--- src/rtl/c0ls_pkg.sv ---
// Package for the C0 lexical scanner: token kinds, scan modes, error codes,
// result record type and character class helpers. No dependencies.
package c0ls_pkg;

    typedef enum logic [3:0] {
        M_IDLE, M_IDENT, M_NUM, M_ZERO, M_CQ, M_CB, M_STR, M_EQ, M_LT, M_GT, M_BANG
    } scan_mode_t;

    localparam logic [5:0] K_IDENT = 6'd14;
    localparam logic [5:0] K_NUM   = 6'd15;
    localparam logic [5:0] K_CHAR  = 6'd16;
    localparam logic [5:0] K_STR   = 6'd17;
    localparam logic [5:0] K_ASSIGN = 6'd18;
    localparam logic [5:0] K_LT    = 6'd23;
    localparam logic [5:0] K_LE    = 6'd24;
    localparam logic [5:0] K_GT    = 6'd25;
    localparam logic [5:0] K_GE    = 6'd26;
    localparam logic [5:0] K_NE    = 6'd27;
    localparam logic [5:0] K_EQ    = 6'd28;
    localparam logic [5:0] K_END   = 6'd38;
    localparam logic [5:0] K_ERR   = 6'd39;

    localparam logic [2:0] E_NONE    = 3'd0;
    localparam logic [2:0] E_LEADZ   = 3'd1;
    localparam logic [2:0] E_BADCHAR = 3'd2;
    localparam logic [2:0] E_NOQUOTE = 3'd3;
    localparam logic [2:0] E_BADSTR  = 3'd4;
    localparam logic [2:0] E_BANG    = 3'd5;
    localparam logic [2:0] E_UNEXP   = 3'd6;

    typedef struct packed {
        logic [5:0]  kind;
        logic [7:0]  length;
        logic [30:0] value;
        logic [2:0]  err;
    } token_t;

    function automatic logic is_letter(input logic [7:0] c);
        return (c >= 8'h61 && c <= 8'h7a) || (c >= 8'h41 && c <= 8'h5a) || c == 8'h5f;
    endfunction

    function automatic logic is_digit(input logic [7:0] c);
        return c >= 8'h30 && c <= 8'h39;
    endfunction

    // Single character symbols; 6'h3f means none
    function automatic logic [5:0] single_symbol(input logic [7:0] c);
        case (c)
            8'h2b: return 6'd19;
            8'h2d: return 6'd20;
            8'h2a: return 6'd21;
            8'h2f: return 6'd22;
            8'h28: return 6'd29;
            8'h29: return 6'd30;
            8'h5b: return 6'd31;
            8'h5d: return 6'd32;
            8'h7b: return 6'd33;
            8'h7d: return 6'd34;
            8'h2c: return 6'd35;
            8'h3a: return 6'd36;
            8'h3b: return 6'd37;
            default: return 6'h3f;
        endcase
    endfunction

endpackage

--- src/rtl/c0_lexical_scanner_top.sv ---
// C0 lexical scanner top level: input beat register, scanner core and a
// four-slot result queue. Depends on c0ls_pkg and c0ls_core.
//
// One source byte per cycle enters on the s_ channel; each byte gives zero,
// one or two tokens. Each byte passes the input beat register, then the result
// queue on its way out. A byte is taken every cycle while the result queue
// has room for two tokens; a byte that yields two tokens drains as two output
// beats, so the output port sets the rate then. Line numbers are the line
// count as it stands when the byte arrives, before any newline in it is counted.
module c0_lexical_scanner_top
    import c0ls_pkg::*;
#(
    parameter int KEYWORD_MAX_LEN = 8,
    parameter int NUMBER_BITS     = 31
) (
    input  logic        aclk,
    input  logic        aresetn,
    input  logic        s_tvalid,
    output logic        s_tready,
    input  logic [7:0]  s_tdata,   // in_char
    output logic        m_tvalid,
    input  logic        m_tready,
    // token_kind[5:0], token_length[13:6], token_value[44:14], line_number[60:45],
    // error_code[63:61]
    output logic [63:0] m_tdata,
    output logic        m_tlast
);
    typedef struct packed {
        token_t      tok;
        logic [15:0] line;
        logic        last;
    } res_t;

    logic        in_v_reg;
    logic [7:0]  in_c_reg;
    logic        step;
    logic [1:0]  count;
    token_t      tok0, tok1;
    logic [15:0] line_now;
    res_t        q_reg [0:3];
    logic [1:0]  rd_reg, wr_reg;
    logic [2:0]  fill_reg, fill_next;
    logic        pop;

    // Advance the input register when the queue can take two tokens
    assign step = in_v_reg && (fill_reg <= 3'd2 || (fill_reg == 3'd3 && pop));
    assign s_tready = !in_v_reg || step;
    assign pop = m_tvalid && m_tready;

    always_ff @(posedge aclk) begin
        if (!aresetn) in_v_reg <= 1'b0;
        else if (s_tready) in_v_reg <= s_tvalid;
    end
    always_ff @(posedge aclk) begin
        if (s_tready && s_tvalid) in_c_reg <= s_tdata;
    end

    c0ls_core #(.KEYWORD_MAX_LEN(KEYWORD_MAX_LEN), .NUMBER_BITS(NUMBER_BITS)) u_core (
        .aclk(aclk), .aresetn(aresetn), .step(step), .in_char(in_c_reg),
        .count(count), .tok0(tok0), .tok1(tok1), .line_now(line_now));

    // Result queue; line count before the byte applies to both tokens
    always_ff @(posedge aclk) begin
        if (step && count != 2'd0) begin
            q_reg[wr_reg] <= '{tok0, line_now, count == 2'd1};
            if (count == 2'd2) q_reg[wr_reg + 2'd1] <= '{tok1, line_now, 1'b1};
        end
    end

    assign fill_next = fill_reg + (step ? {1'b0, count} : 3'd0) - {2'b00, pop};
    always_ff @(posedge aclk) begin
        if (!aresetn) begin
            rd_reg <= 2'd0; wr_reg <= 2'd0; fill_reg <= 3'd0;
        end else begin
            if (step) wr_reg <= wr_reg + count;
            if (pop) rd_reg <= rd_reg + 2'd1;
            fill_reg <= fill_next;
        end
    end

    assign m_tvalid = fill_reg != 3'd0;
    assign m_tdata  = {q_reg[rd_reg].tok.err, q_reg[rd_reg].line, q_reg[rd_reg].tok.value,
                       q_reg[rd_reg].tok.length, q_reg[rd_reg].tok.kind};
    assign m_tlast  = q_reg[rd_reg].last;

    a_fill_max: assert property (@(posedge aclk) disable iff (!aresetn) fill_reg <= 3'd4)
        else $error("result queue overfilled");
    a_no_step_full: assert property (@(posedge aclk) disable iff (!aresetn)
        (fill_reg == 3'd4) |-> !step) else $error("step with full queue");
    a_count: assert property (@(posedge aclk) disable iff (!aresetn)
        step |-> count != 2'd3) else $error("bad token count");
endmodule

--- src/rtl/c0ls_keyword.sv ---
// Keyword matcher: compares the buffered word against the 14 C0 keywords.
// Depends on c0ls_pkg.
module c0ls_keyword
    import c0ls_pkg::*;
#(
    parameter int KEYWORD_MAX_LEN = 8
) (
    input  logic [KEYWORD_MAX_LEN*8-1:0] word,
    input  logic [7:0]                   length,
    output logic [5:0]                   kind
);
    function automatic logic hit(input logic [KEYWORD_MAX_LEN*8-1:0] w,
                                 input logic [7:0] l, input logic [63:0] txt,
                                 input logic [7:0] kl);
        logic ok;
        ok = (l == kl);
        for (int i = 0; i < 8; i++) begin
            if (i < int'(kl) && w[i*8 +: 8] != txt[i*8 +: 8]) ok = 1'b0;
        end
        return ok;
    endfunction

    // Text packed first character lowest
    always_comb begin
        kind = K_IDENT;
        if (length <= 8'(KEYWORD_MAX_LEN)) begin
            if (hit(word, length, 64'h6e69616d, 8'd4)) kind = 6'd0;
            else if (hit(word, length, 64'h746e69, 8'd3)) kind = 6'd1;
            else if (hit(word, length, 64'h72616863, 8'd4)) kind = 6'd2;
            else if (hit(word, length, 64'h74736e6f63, 8'd5)) kind = 6'd3;
            else if (hit(word, length, 64'h64696f76, 8'd4)) kind = 6'd4;
            else if (hit(word, length, 64'h6669, 8'd2)) kind = 6'd5;
            else if (hit(word, length, 64'h65736c65, 8'd4)) kind = 6'd6;
            else if (hit(word, length, 64'h686374697773, 8'd6)) kind = 6'd7;
            else if (hit(word, length, 64'h65736163, 8'd4)) kind = 6'd8;
            else if (hit(word, length, 64'h746c7561666564, 8'd7)) kind = 6'd9;
            else if (hit(word, length, 64'h726f66, 8'd3)) kind = 6'd10;
            else if (hit(word, length, 64'h66746e697270, 8'd6)) kind = 6'd11;
            else if (hit(word, length, 64'h666e616373, 8'd5)) kind = 6'd12;
            else if (hit(word, length, 64'h6e7275746572, 8'd6)) kind = 6'd13;
        end
    end
endmodule

--- src/rtl/c0ls_core.sv ---
// Scanner core: mode register, lexeme state and the per-character step that
// yields up to two tokens. Depends on c0ls_pkg and c0ls_keyword.
module c0ls_core
    import c0ls_pkg::*;
#(
    parameter int KEYWORD_MAX_LEN = 8,
    parameter int NUMBER_BITS     = 31
) (
    input  logic       aclk,
    input  logic       aresetn,
    input  logic       step,
    input  logic [7:0] in_char,
    output logic [1:0] count,
    output token_t     tok0,
    output token_t     tok1,
    output logic [15:0] line_now
);
    localparam logic [NUMBER_BITS-1:0] NMAX = '1;
    localparam int KLW = $clog2(KEYWORD_MAX_LEN);

    scan_mode_t mode_reg, mode_next;
    logic [7:0] len_reg, len_next;
    logic [NUMBER_BITS-1:0] acc_reg, acc_next;
    logic [7:0] held_reg, held_next;
    logic [15:0] line_reg, line_next;
    logic [KEYWORD_MAX_LEN*8-1:0] word_reg, word_next;
    logic [5:0] kw_kind;
    logic [NUMBER_BITS+3:0] acc_x10;

    c0ls_keyword #(.KEYWORD_MAX_LEN(KEYWORD_MAX_LEN)) u_kw (
        .word(word_reg), .length(len_reg), .kind(kw_kind));

    assign line_now = line_reg;
    assign acc_x10 = {acc_reg, 3'b000} + {2'b00, acc_reg, 1'b0}
                     + (NUMBER_BITS+4)'(in_char[3:0]);

    always_comb begin
        token_t a;
        logic restart;
        logic [5:0] s;
        mode_next = mode_reg; len_next = len_reg; acc_next = acc_reg;
        held_next = held_reg; line_next = line_reg; word_next = word_reg;
        count = 2'd0; restart = 1'b0;
        a = '{kind: K_ERR, length: 8'd0, value: '0, err: E_NONE};
        tok0 = a; tok1 = a;
        // Pending-token step
        case (mode_reg)
            M_IDENT: begin
                if (is_letter(in_char) || is_digit(in_char)) begin
                    if (len_reg < 8'(KEYWORD_MAX_LEN))
                        word_next[len_reg[KLW-1:0]*8 +: 8] = in_char;
                    if (len_reg != 8'hff) len_next = len_reg + 8'd1;
                end else begin
                    tok0 = '{kw_kind, len_reg, 31'd0, E_NONE}; count = 2'd1; restart = 1'b1;
                end
            end
            M_NUM: begin
                if (is_digit(in_char)) begin
                    if (acc_x10 > (NUMBER_BITS+4)'(NMAX)) acc_next = NMAX;
                    else acc_next = acc_x10[NUMBER_BITS-1:0];
                    if (len_reg != 8'hff) len_next = len_reg + 8'd1;
                end else begin
                    tok0 = '{K_NUM, len_reg, 31'(acc_reg), E_NONE};
                    count = 2'd1; restart = 1'b1;
                end
            end
            M_ZERO: begin
                if (is_digit(in_char)) tok0 = '{K_ERR, 8'd1, 31'd0, E_LEADZ};
                else tok0 = '{K_NUM, 8'd1, 31'd0, E_NONE};
                count = 2'd1; restart = 1'b1;
            end
            M_CQ: begin
                if (is_letter(in_char) || is_digit(in_char) || in_char == 8'h2b
                    || in_char == 8'h2d || in_char == 8'h2a || in_char == 8'h2f) begin
                    held_next = in_char; len_next = 8'd2; mode_next = M_CB;
                end else begin
                    tok0 = '{K_ERR, 8'd1, 31'd0, E_BADCHAR}; count = 2'd1; restart = 1'b1;
                end
            end
            M_CB: begin
                if (in_char == 8'h27) begin
                    mode_next = M_IDLE;
                    tok0 = '{K_CHAR, 8'd3, {23'd0, held_reg}, E_NONE}; count = 2'd1;
                end else begin
                    tok0 = '{K_ERR, 8'd2, 31'd0, E_NOQUOTE}; count = 2'd1; restart = 1'b1;
                end
            end
            M_STR: begin
                if (in_char == 8'h22) begin
                    if (len_reg != 8'hff) len_next = len_reg + 8'd1;
                    mode_next = M_IDLE;
                    tok0 = '{K_STR, len_next, 31'd0, E_NONE}; count = 2'd1;
                end else if (in_char == 8'd32 || in_char == 8'd33
                             || (in_char >= 8'd35 && in_char <= 8'd126)) begin
                    if (len_reg != 8'hff) len_next = len_reg + 8'd1;
                end else if (in_char == 8'd0) begin
                    tok0 = '{K_ERR, len_reg, 31'd0, E_NOQUOTE}; count = 2'd1; restart = 1'b1;
                end else begin
                    tok0 = '{K_ERR, len_reg, 31'd0, E_BADSTR}; count = 2'd1;
                    if (in_char == 8'h0a && line_reg != 16'hffff) line_next = line_reg + 16'd1;
                end
            end
            M_EQ, M_LT, M_GT, M_BANG: begin
                count = 2'd1;
                if (in_char == 8'h3d) begin
                    mode_next = M_IDLE;
                    tok0.length = 8'd2;
                    case (mode_reg)
                        M_EQ: tok0.kind = K_EQ;
                        M_LT: tok0.kind = K_LE;
                        M_GT: tok0.kind = K_GE;
                        default: tok0.kind = K_NE;
                    endcase
                end else begin
                    restart = 1'b1;
                    tok0.length = 8'd1;
                    case (mode_reg)
                        M_EQ: tok0.kind = K_ASSIGN;
                        M_LT: tok0.kind = K_LT;
                        M_GT: tok0.kind = K_GT;
                        default: begin
                            tok0.kind = K_ERR; tok0.err = E_BANG;
                        end
                    endcase
                end
            end
            default: restart = 1'b1;
        endcase
        // Scan the character afresh from between tokens
        if (restart) begin
            a = '{K_ERR, 8'd1, 31'd0, E_NONE};
            mode_next = M_IDLE; len_next = 8'd1;
            s = single_symbol(in_char);
            if (is_letter(in_char)) begin
                word_next[7:0] = in_char; mode_next = M_IDENT;
            end else if (is_digit(in_char) && in_char != 8'h30) begin
                acc_next = NUMBER_BITS'(in_char[3:0]); mode_next = M_NUM;
            end else if (in_char == 8'h30) mode_next = M_ZERO;
            else if (in_char == 8'h27) mode_next = M_CQ;
            else if (in_char == 8'h22) mode_next = M_STR;
            else if (in_char == 8'h3d) mode_next = M_EQ;
            else if (in_char == 8'h3c) mode_next = M_LT;
            else if (in_char == 8'h3e) mode_next = M_GT;
            else if (in_char == 8'h21) mode_next = M_BANG;
            else if (in_char == 8'h20 || in_char == 8'h09 || in_char == 8'h0a) begin
                len_next = 8'd0;
                if (in_char == 8'h0a && line_reg != 16'hffff) line_next = line_reg + 16'd1;
            end else begin
                if (in_char == 8'd0) begin
                    len_next = 8'd0; a.kind = K_END; a.length = 8'd0;
                end else if (s != 6'h3f) a.kind = s;
                else a.err = E_UNEXP;
                if (count == 2'd0) begin
                    tok0 = a; count = 2'd1;
                end else begin
                    tok1 = a; count = 2'd2;
                end
            end
        end
    end

    // Hold state except on an accepted beat
    always_ff @(posedge aclk) begin
        if (!aresetn) begin
            mode_reg <= M_IDLE; len_reg <= 8'd0; acc_reg <= '0;
            held_reg <= 8'd0; line_reg <= 16'd1;
        end else if (step) begin
            mode_reg <= mode_next; len_reg <= len_next; acc_reg <= acc_next;
            held_reg <= held_next; line_reg <= line_next;
        end
    end

    always_ff @(posedge aclk) begin
        if (step) word_reg <= word_next;
    end
endmodule
--- config.mk ---
export PLATFORM = sky130hd
export DESIGN_NAME = c0_lexical_scanner_top
export DESIGN_NICKNAME = d
export VERILOG_FILES = /design/src/rtl/c0ls_pkg.sv /design/src/rtl/c0_lexical_scanner_top.sv /design/src/rtl/c0ls_keyword.sv /design/src/rtl/c0ls_core.sv
export SDC_FILE = /design/constraint.sdc
export NUM_CORES = 1
export LEC_CHECK = 0
export ABC_AREA = 1
export BUFFER_PORTS_ARGS = -buffer_cell sky130_fd_sc_hd__buf_2
export CAP_MARGIN = 25
export CORE_UTILIZATION = 25
export CTS_CLUSTER_DIAMETER = 120
export DETAILED_ROUTE_END_ITERATION = 16
export SLEW_MARGIN = 20
export SYNTH_ARGS = -nofsm -noshare
export SYNTH_HDL_FRONTEND = slang
export SYNTH_SLANG_ARGS = --single-unit
--- constraint.sdc ---
create_clock -name aclk -period 3.5 [get_ports aclk]
set_clock_uncertainty 0.2 [all_clocks]
set_input_delay 0.175 -clock aclk [delete_from_list [all_inputs] [get_ports aclk]]
set_output_delay 0.175 -clock aclk [all_outputs]
set_load 0.01 [all_outputs]
==> flow_summary.toml, run 1 <==
[global_route]
grt-ovfl-total = 0
grt_pass1_wl_um = 120000
antenna_found_initial = 7
grt_max_degree = 104
grt_pass1_vias = 21200
track_usage_pct = 15.8

[synth]
synthesis.nets = 3391
yosysUniqueCellTypes = 57
synth_ff_type = "dfxtp_1"
seq_area_frac_synth_pct = 41.1
syn_area_mm2 = 0.0235
ys_ff_latch = 401
syn_avg_cell_area_um2 = 7.12
synth_edf_count = 164
synth_cells = 3304
synth_top_area_cell = "edfxtp_1"
synthTopCellsByArea = "edfxtp_1, dfxtp_1, nand2_1, nor2_1, inv_1"
yosys_warnings = 0
synthArstFlopShare_pct = 0
yosys.area.top_type_share_pct = 20.9

[power]
power_mw = 17.5
internal_power_mw = 10.8
p_seq_share_pct = 35.4
p_comb_share_pct = 37.1
vdd_drop_max_v = 0.000552
p_leak_nw = 12.9
cellPowerDensity_mw_per_mm2 = 623
switching_share_pct = 38.7
power_frac_clock_pct = 27.5
net-switching-power_mw = 6.79

[critical_path]
r2r-start = "in_c_reg[2]$_DFFE_PP_"
reg2reg_slack_ns = 0.13
cp_max_fo = 7
cp.required_ns = 3.75
reg2regPathDepth = 20
r2r-end = "fill_reg[2]$_SDFF_PN0_"
cp-start-kind = "register"
arrival_ns = 3.62
critPathCaptureType = "register"
critPathKind = "register to register"

[routing]
vias = 22300
drt_pre_antenna_iters = 7
drtIter0Drc = 1698
viasPerCell = 4.69
avgRoutedWirePerCell_um = 16.1
detail-route-antenna-nets = 0
drc_errors = 0
wirelength_um = 76400

[clock_tree]
clk_latency_ns = 0.59
htreeDepth = 2
cts-root-buf = "clkbuf_16"
clk_pin_slew_ns = 0.06
cts_inserted_buffers = 44
cts.sinks = 401
cts_tree = "done"
clock_path_buffers = 3

[worst_hold_path]
holdPathStages = 2
hold_path_startpoint = "s_tdata[4]"
min_path_type = "primary input to register"
whs_endpoint = "in_c_reg[4]$_DFFE_PP_"

[timing]
grt_setup_unrepaired = "yes"
min_period_ns = 3.37
slew_headroom_pct = 40.5
fmax_mhz = 296
fin_worst_hold_slack_ns = 0.158
period_share_pct = 96.4
maxSlewViolCount = 0
setup_tns_ns = 0
hold_viol = 0
worst_pin_slew_ns = 0.893
setup_violations = 0

[layout]
mostFrequentLayoutCell = "nand2_1"
largest_reg_flops = 260
stdcell_count = 4751
fill_cells = 10100
drive_gt1_share_pct = 13.6
final_cell_mix = "nand2_1, nor2_1, inv_1"
fin_nets = 3548
syn_to_final_growth_pct = 19.7
final_util_pct = 30.2

[run_status]
outcome = "finished, final reports clean"

[floorplan]
rows = 112
die_h_um = 309
die_width_um = 309
initial_core_util_pct = 25.2
core_area_mm2 = 0.0933
dieArea_mm2 = 0.0954
io_pins = 79

[placement]
placed_cells = 4644
io_buffers = 78
gp_congestion = 0.950
dp_hpwl_um = 54000

[job]
drv_cap = 0
[cells in the mapped netlist, types with 3 or more instances]
cell and instances:
a211oi_1 6, a21boi_0 5, a21o_1 23, a21oi_1 119, a22oi_1 5, a31oi_1 7
and3_1 5, buf_1 12, buf_2 18, buf_4 6, buf_6 16, clkbuf_1 106
clkinv_1 4, dfxtp_1 237, edfxtp_1 164, fa_1 3, ha_1 72, inv_1 421
inv_2 47, nand2_1 577, nand2_2 14, nand2_4 3, nand3_1 149, nand3_2 9
nand3_4 3, nand3b_1 5, nand4_1 140, nor2_1 574, nor2_2 17, nor2_4 4
nor3_1 61, nor4_1 9, o211ai_1 8, o21a_1 5, o21ai_0 265, o21ai_1 48
o21ai_2 3, o21bai_1 10, o22ai_1 70, or2_2 6, xnor2_1 13, xor2_1 16
[critical path: stages, from the launching register on]
cell and delay (ns):
edfxtp_1 0.54, nand2_2 0.19, nand2_1 0.08, o21ai_2 0.18, nand2_4 0.11, nand3_2 0.10, nand2_2 0.06, inv_2 0.07
nand3_4 0.08, ha_4 0.27, nand4_1 0.13, nand2_2 0.11, nand2_2 0.07, ha_4 0.24, inv_1 0.05, ha_1 0.15
inv_2 0.04, fa_2 0.33, xor2_1 0.16, inv_1 0.06, nor2_1 0.04
[timing repair]
| action | 4_1_cts | 5_1_grt |
|---|---|---|
| hold buffers | 12 | 0 |
| buffers inserted | 0 | 13 |
| resized for setup | 0 | 52 |
| endpoints found under the hold margin | 35 | 0 |
| endpoints found under the setup margin | 0 | 244 |
[per-layer routing]
metal	GRT usage [%]	share of wire [%]	wire (um)	vias up
met5	0	0.095	73	-
met4	4.67	2.5	1890	12
met3	2.67	6.2	4750	124
met2	25.6	45	34500	613
met1	21.3	46	35200	10400
li1	-	-	-	11200
[worst max path at each step]
| stage | slack (ns) | from | endpoint |
|---|---|---|---|
| after floorplan | -0.09 | in_c_reg[3]$_DFFE_PP_ | fill_reg[2]$_SDFF_PN0_ |
| after global placement | 0.09 | in_c_reg[1]$_DFFE_PP_ | fill_reg[2]$_SDFF_PN0_ |
| after detailed placement | 0.01 | in_c_reg[2]$_DFFE_PP_ | fill_reg[2]$_SDFF_PN0_ |
| after CTS | 0.006 | in_c_reg[1]$_DFFE_PP_ | fill_reg[2]$_SDFF_PN0_ |
| after global routing | -0.03 | in_c_reg[2]$_DFFE_PP_ | fill_reg[2]$_SDFF_PN0_ |
| final | 0.13 | in_c_reg[2]$_DFFE_PP_ | fill_reg[2]$_SDFF_PN0_ |
[power groups by stage]
stage	Clock [mW]	Combinational, mW	Sequential, mW
after CTS	4.94	6.45	6.20
final	4.83	6.51	6.21
after detailed placement	0	6.41	6.30
after floorplan	0	4.15	6.18
after global placement	0	6.37	6.27
after global routing	5.09	7.27	6.30
[final cells by class]
type	count	area (um^2)	area share [%]
repair buffers	270	2110	7.50
diodes	1	2.50	0.00888
inverters	473	1790	6.34
clock buffers	61	1220	4.32
flip-flops and latches	401	9670	34.3
clock inverters	20	258	0.915
well taps	1254	1570	5.57
multi-input cells	2271	11600	41.0
[kinds of logic after synthesis]
kind of cell	share of synthesized area, %
xor+xnor	1.08
fa+ha+maj	4.08
flops	41.1
compound gates	13.6
buf+inv	10.8
simple gates	29.4
mux	0.0425
[per-stage QoR]
step                      setup slack (ns)  cell area [um^2]
after floorplan                    -0.0891             23600
after global placement              0.0892             26300
after detailed placement            0.0130             26300
after CTS                          0.00634             27900
after global routing               -0.0311             28200
final                                0.127             28200
(Power assumes the default switching activity.)
==> run 2: changes to the inputs <==
- RECOVER_POWER: unset -> 25
==> run 2 against run 1 <==
  * Sequential power hardly changed
  * Final cell count stayed put
  * Worst hold slack hardly changed
  * Routed wire length hardly changed
  * Die area stayed put
  * Register-to-register slack hardly changed
  * Total power hardly changed
  * Largest cell class unchanged
  * Sequential cell count stayed put
  * Maximum frequency hardly changed
  * Via count hardly changed
==> flow_summary.toml, run 2 (synthesis gave the netlist of run 1 again) <==
[run_status]
outcome = "finished, final reports clean"

[global_route]
antenna_found_initial = 7
grt_pass1_wl_um = 120000
track_usage_pct = 15.8
grt_max_degree = 104
grt-ovfl-total = 0
grt_pass1_vias = 21200

[layout]
fin_nets = 3548
final_area_mm2 = 0.0282
final_cell_mix = "nand2_1, nor2_1, inv_1"
largest_reg_flops = 260
syn_to_final_growth_pct = 19.7
mostFrequentLayoutCell = "nand2_1"
drive_gt1_share_pct = 13.5
final_util_pct = 30.2
fill_cells = 10100

[timing]
slew_headroom_pct = 40.5
worst_pin_slew_ns = 0.893
maxSlewViolCount = 0
min_period_ns = 3.37
grt_setup_unrepaired = "yes"
setup_violations = 0
hold_viol = 0
fmax_mhz = 297
period_share_pct = 96.4

[placement]
dp_hpwl_um = 54000
placed_area_mm2 = 0.0263
io_buffers = 78
gp_congestion = 0.950

[job]
drv_cap = 0

[floorplan]
dieArea_mm2 = 0.0954
core_area_mm2 = 0.0933
initial_core_util_pct = 25.2
rows = 112
die_width_um = 309
die_h_um = 309
io_pins = 79

[critical_path]
cp-start-kind = "register"
critPathCaptureType = "register"
cp_max_fo = 7
arrival_ns = 3.62
cp.required_ns = 3.75
critPathKind = "register to register"
reg2regPathDepth = 20
r2r-start = "in_c_reg[2]$_DFFE_PP_"
r2r-end = "fill_reg[2]$_SDFF_PN0_"
reg2reg_slack_ns = 0.13

[routing]
viasPerCell = 4.69
detail-route-antenna-nets = 0
drt_pre_antenna_iters = 6
drc_errors = 0
avgRoutedWirePerCell_um = 16.1
vias = 22300
wirelength_um = 76400
drtIter0Drc = 1701

[clock_tree]
cts_tree = "done"
clk_pin_slew_ns = 0.06
clk_latency_ns = 0.59
htreeDepth = 2
clock_path_buffers = 3
cts-root-buf = "clkbuf_16"
cts_inserted_buffers = 44
cts.sinks = 401

[power]
vdd_drop_max_v = 0.000552
cellPowerDensity_mw_per_mm2 = 623
p_leak_nw = 12.9

[worst_hold_path]
min_path_type = "primary input to register"
hold_path_startpoint = "s_tdata[4]"
holdPathStages = 2
whs_endpoint = "in_c_reg[4]$_DFFE_PP_"
[run 2: cell types whose count changed in the layout (fill, tap and decap cells not counted)]
cell	delta
buf_2	-2
clkbuf_1	+2
[run 2: worst max-delay path by stage]
stage / from / end / slack (ns) / cells past startpoint
5_1_grt: in_c_reg[2]$_DFFE_PP_ / fill_reg[2]$_SDFF_PN0_ / -0.03 / 22
2_1_floorplan: in_c_reg[3]$_DFFE_PP_ / fill_reg[2]$_SDFF_PN0_ / -0.09 / 22
6_report: in_c_reg[2]$_DFFE_PP_ / fill_reg[2]$_SDFF_PN0_ / 0.13 / 20
4_1_cts: in_c_reg[1]$_DFFE_PP_ / fill_reg[2]$_SDFF_PN0_ / 0.006 / 21
3_5_place_dp: in_c_reg[2]$_DFFE_PP_ / fill_reg[2]$_SDFF_PN0_ / 0.01 / 21
3_3_place_gp: in_c_reg[1]$_DFFE_PP_ / fill_reg[2]$_SDFF_PN0_ / 0.09 / 21
[run 2: area by class of cell]
class,instances,area (um^2),area share (%)
timing repair buffer,270,2110,7.49
clock buffer,61,1220,4.32
sequential,401,9670,34.3
tap,1254,1570,5.57
inverter,473,1790,6.34
antenna,1,2.50,0.00888
clock inverter,20,258,0.915
multi-input combinational,2271,11600,41.0
[run 2: timing repair]
action,CTS,global route
hold buffers,12,0
endpoints found under the setup margin,0,244
buffers inserted,0,13
resized for setup,0,52
endpoints found under the hold margin,35,0
[run 2: critical path: stages (launching register included)]
cell      delay [ns]
edfxtp_1        0.54
nand2_2         0.19
nand2_1         0.08
o21ai_2         0.18
nand2_4         0.11
nand3_2         0.10
nand2_2         0.06
inv_2           0.07
nand3_4         0.08
ha_4            0.27
nand4_1         0.13
nand2_2         0.11
nand2_2         0.07
ha_4            0.24
inv_1           0.05
ha_1            0.15
inv_2           0.04
fa_2            0.33
xor2_1          0.16
inv_1           0.06
nor2_1          0.04
[run 2: layer usage]
metal  up-vias  track usage (%)  routed length (um)
met5         -                0                  73
met4        12             4.67                1890
met3       124             2.67                4710
met2       607             25.6               34500
met1     10400             21.3               35200
li1      11200                -                   -
[run 2: metrics by stage]
stage          cells  TNS (ns)  total power [mW]  hold WS (ns)  worst slack (ns)
6_report        4751         0              17.5         0.158             0.127
5_1_grt         4750   -0.0312              18.7         0.167           -0.0311
4_1_cts         4737         0              17.6         0.148           0.00634
3_5_place_dp    4644         0              12.7         0.154            0.0130
3_3_place_gp    4644         0              12.6         0.155            0.0892
2_1_floorplan   3304   -0.0891              10.3        0.0739           -0.0891
[run 2: report_power, final]
group	leakage (nW)	total, mW	internal [mW]	switching [mW]
sequential	3.61	6.21	5.77	0.439
clock	0.720	4.83	2.82	2.01
combinational	8.54	6.51	2.16	4.35
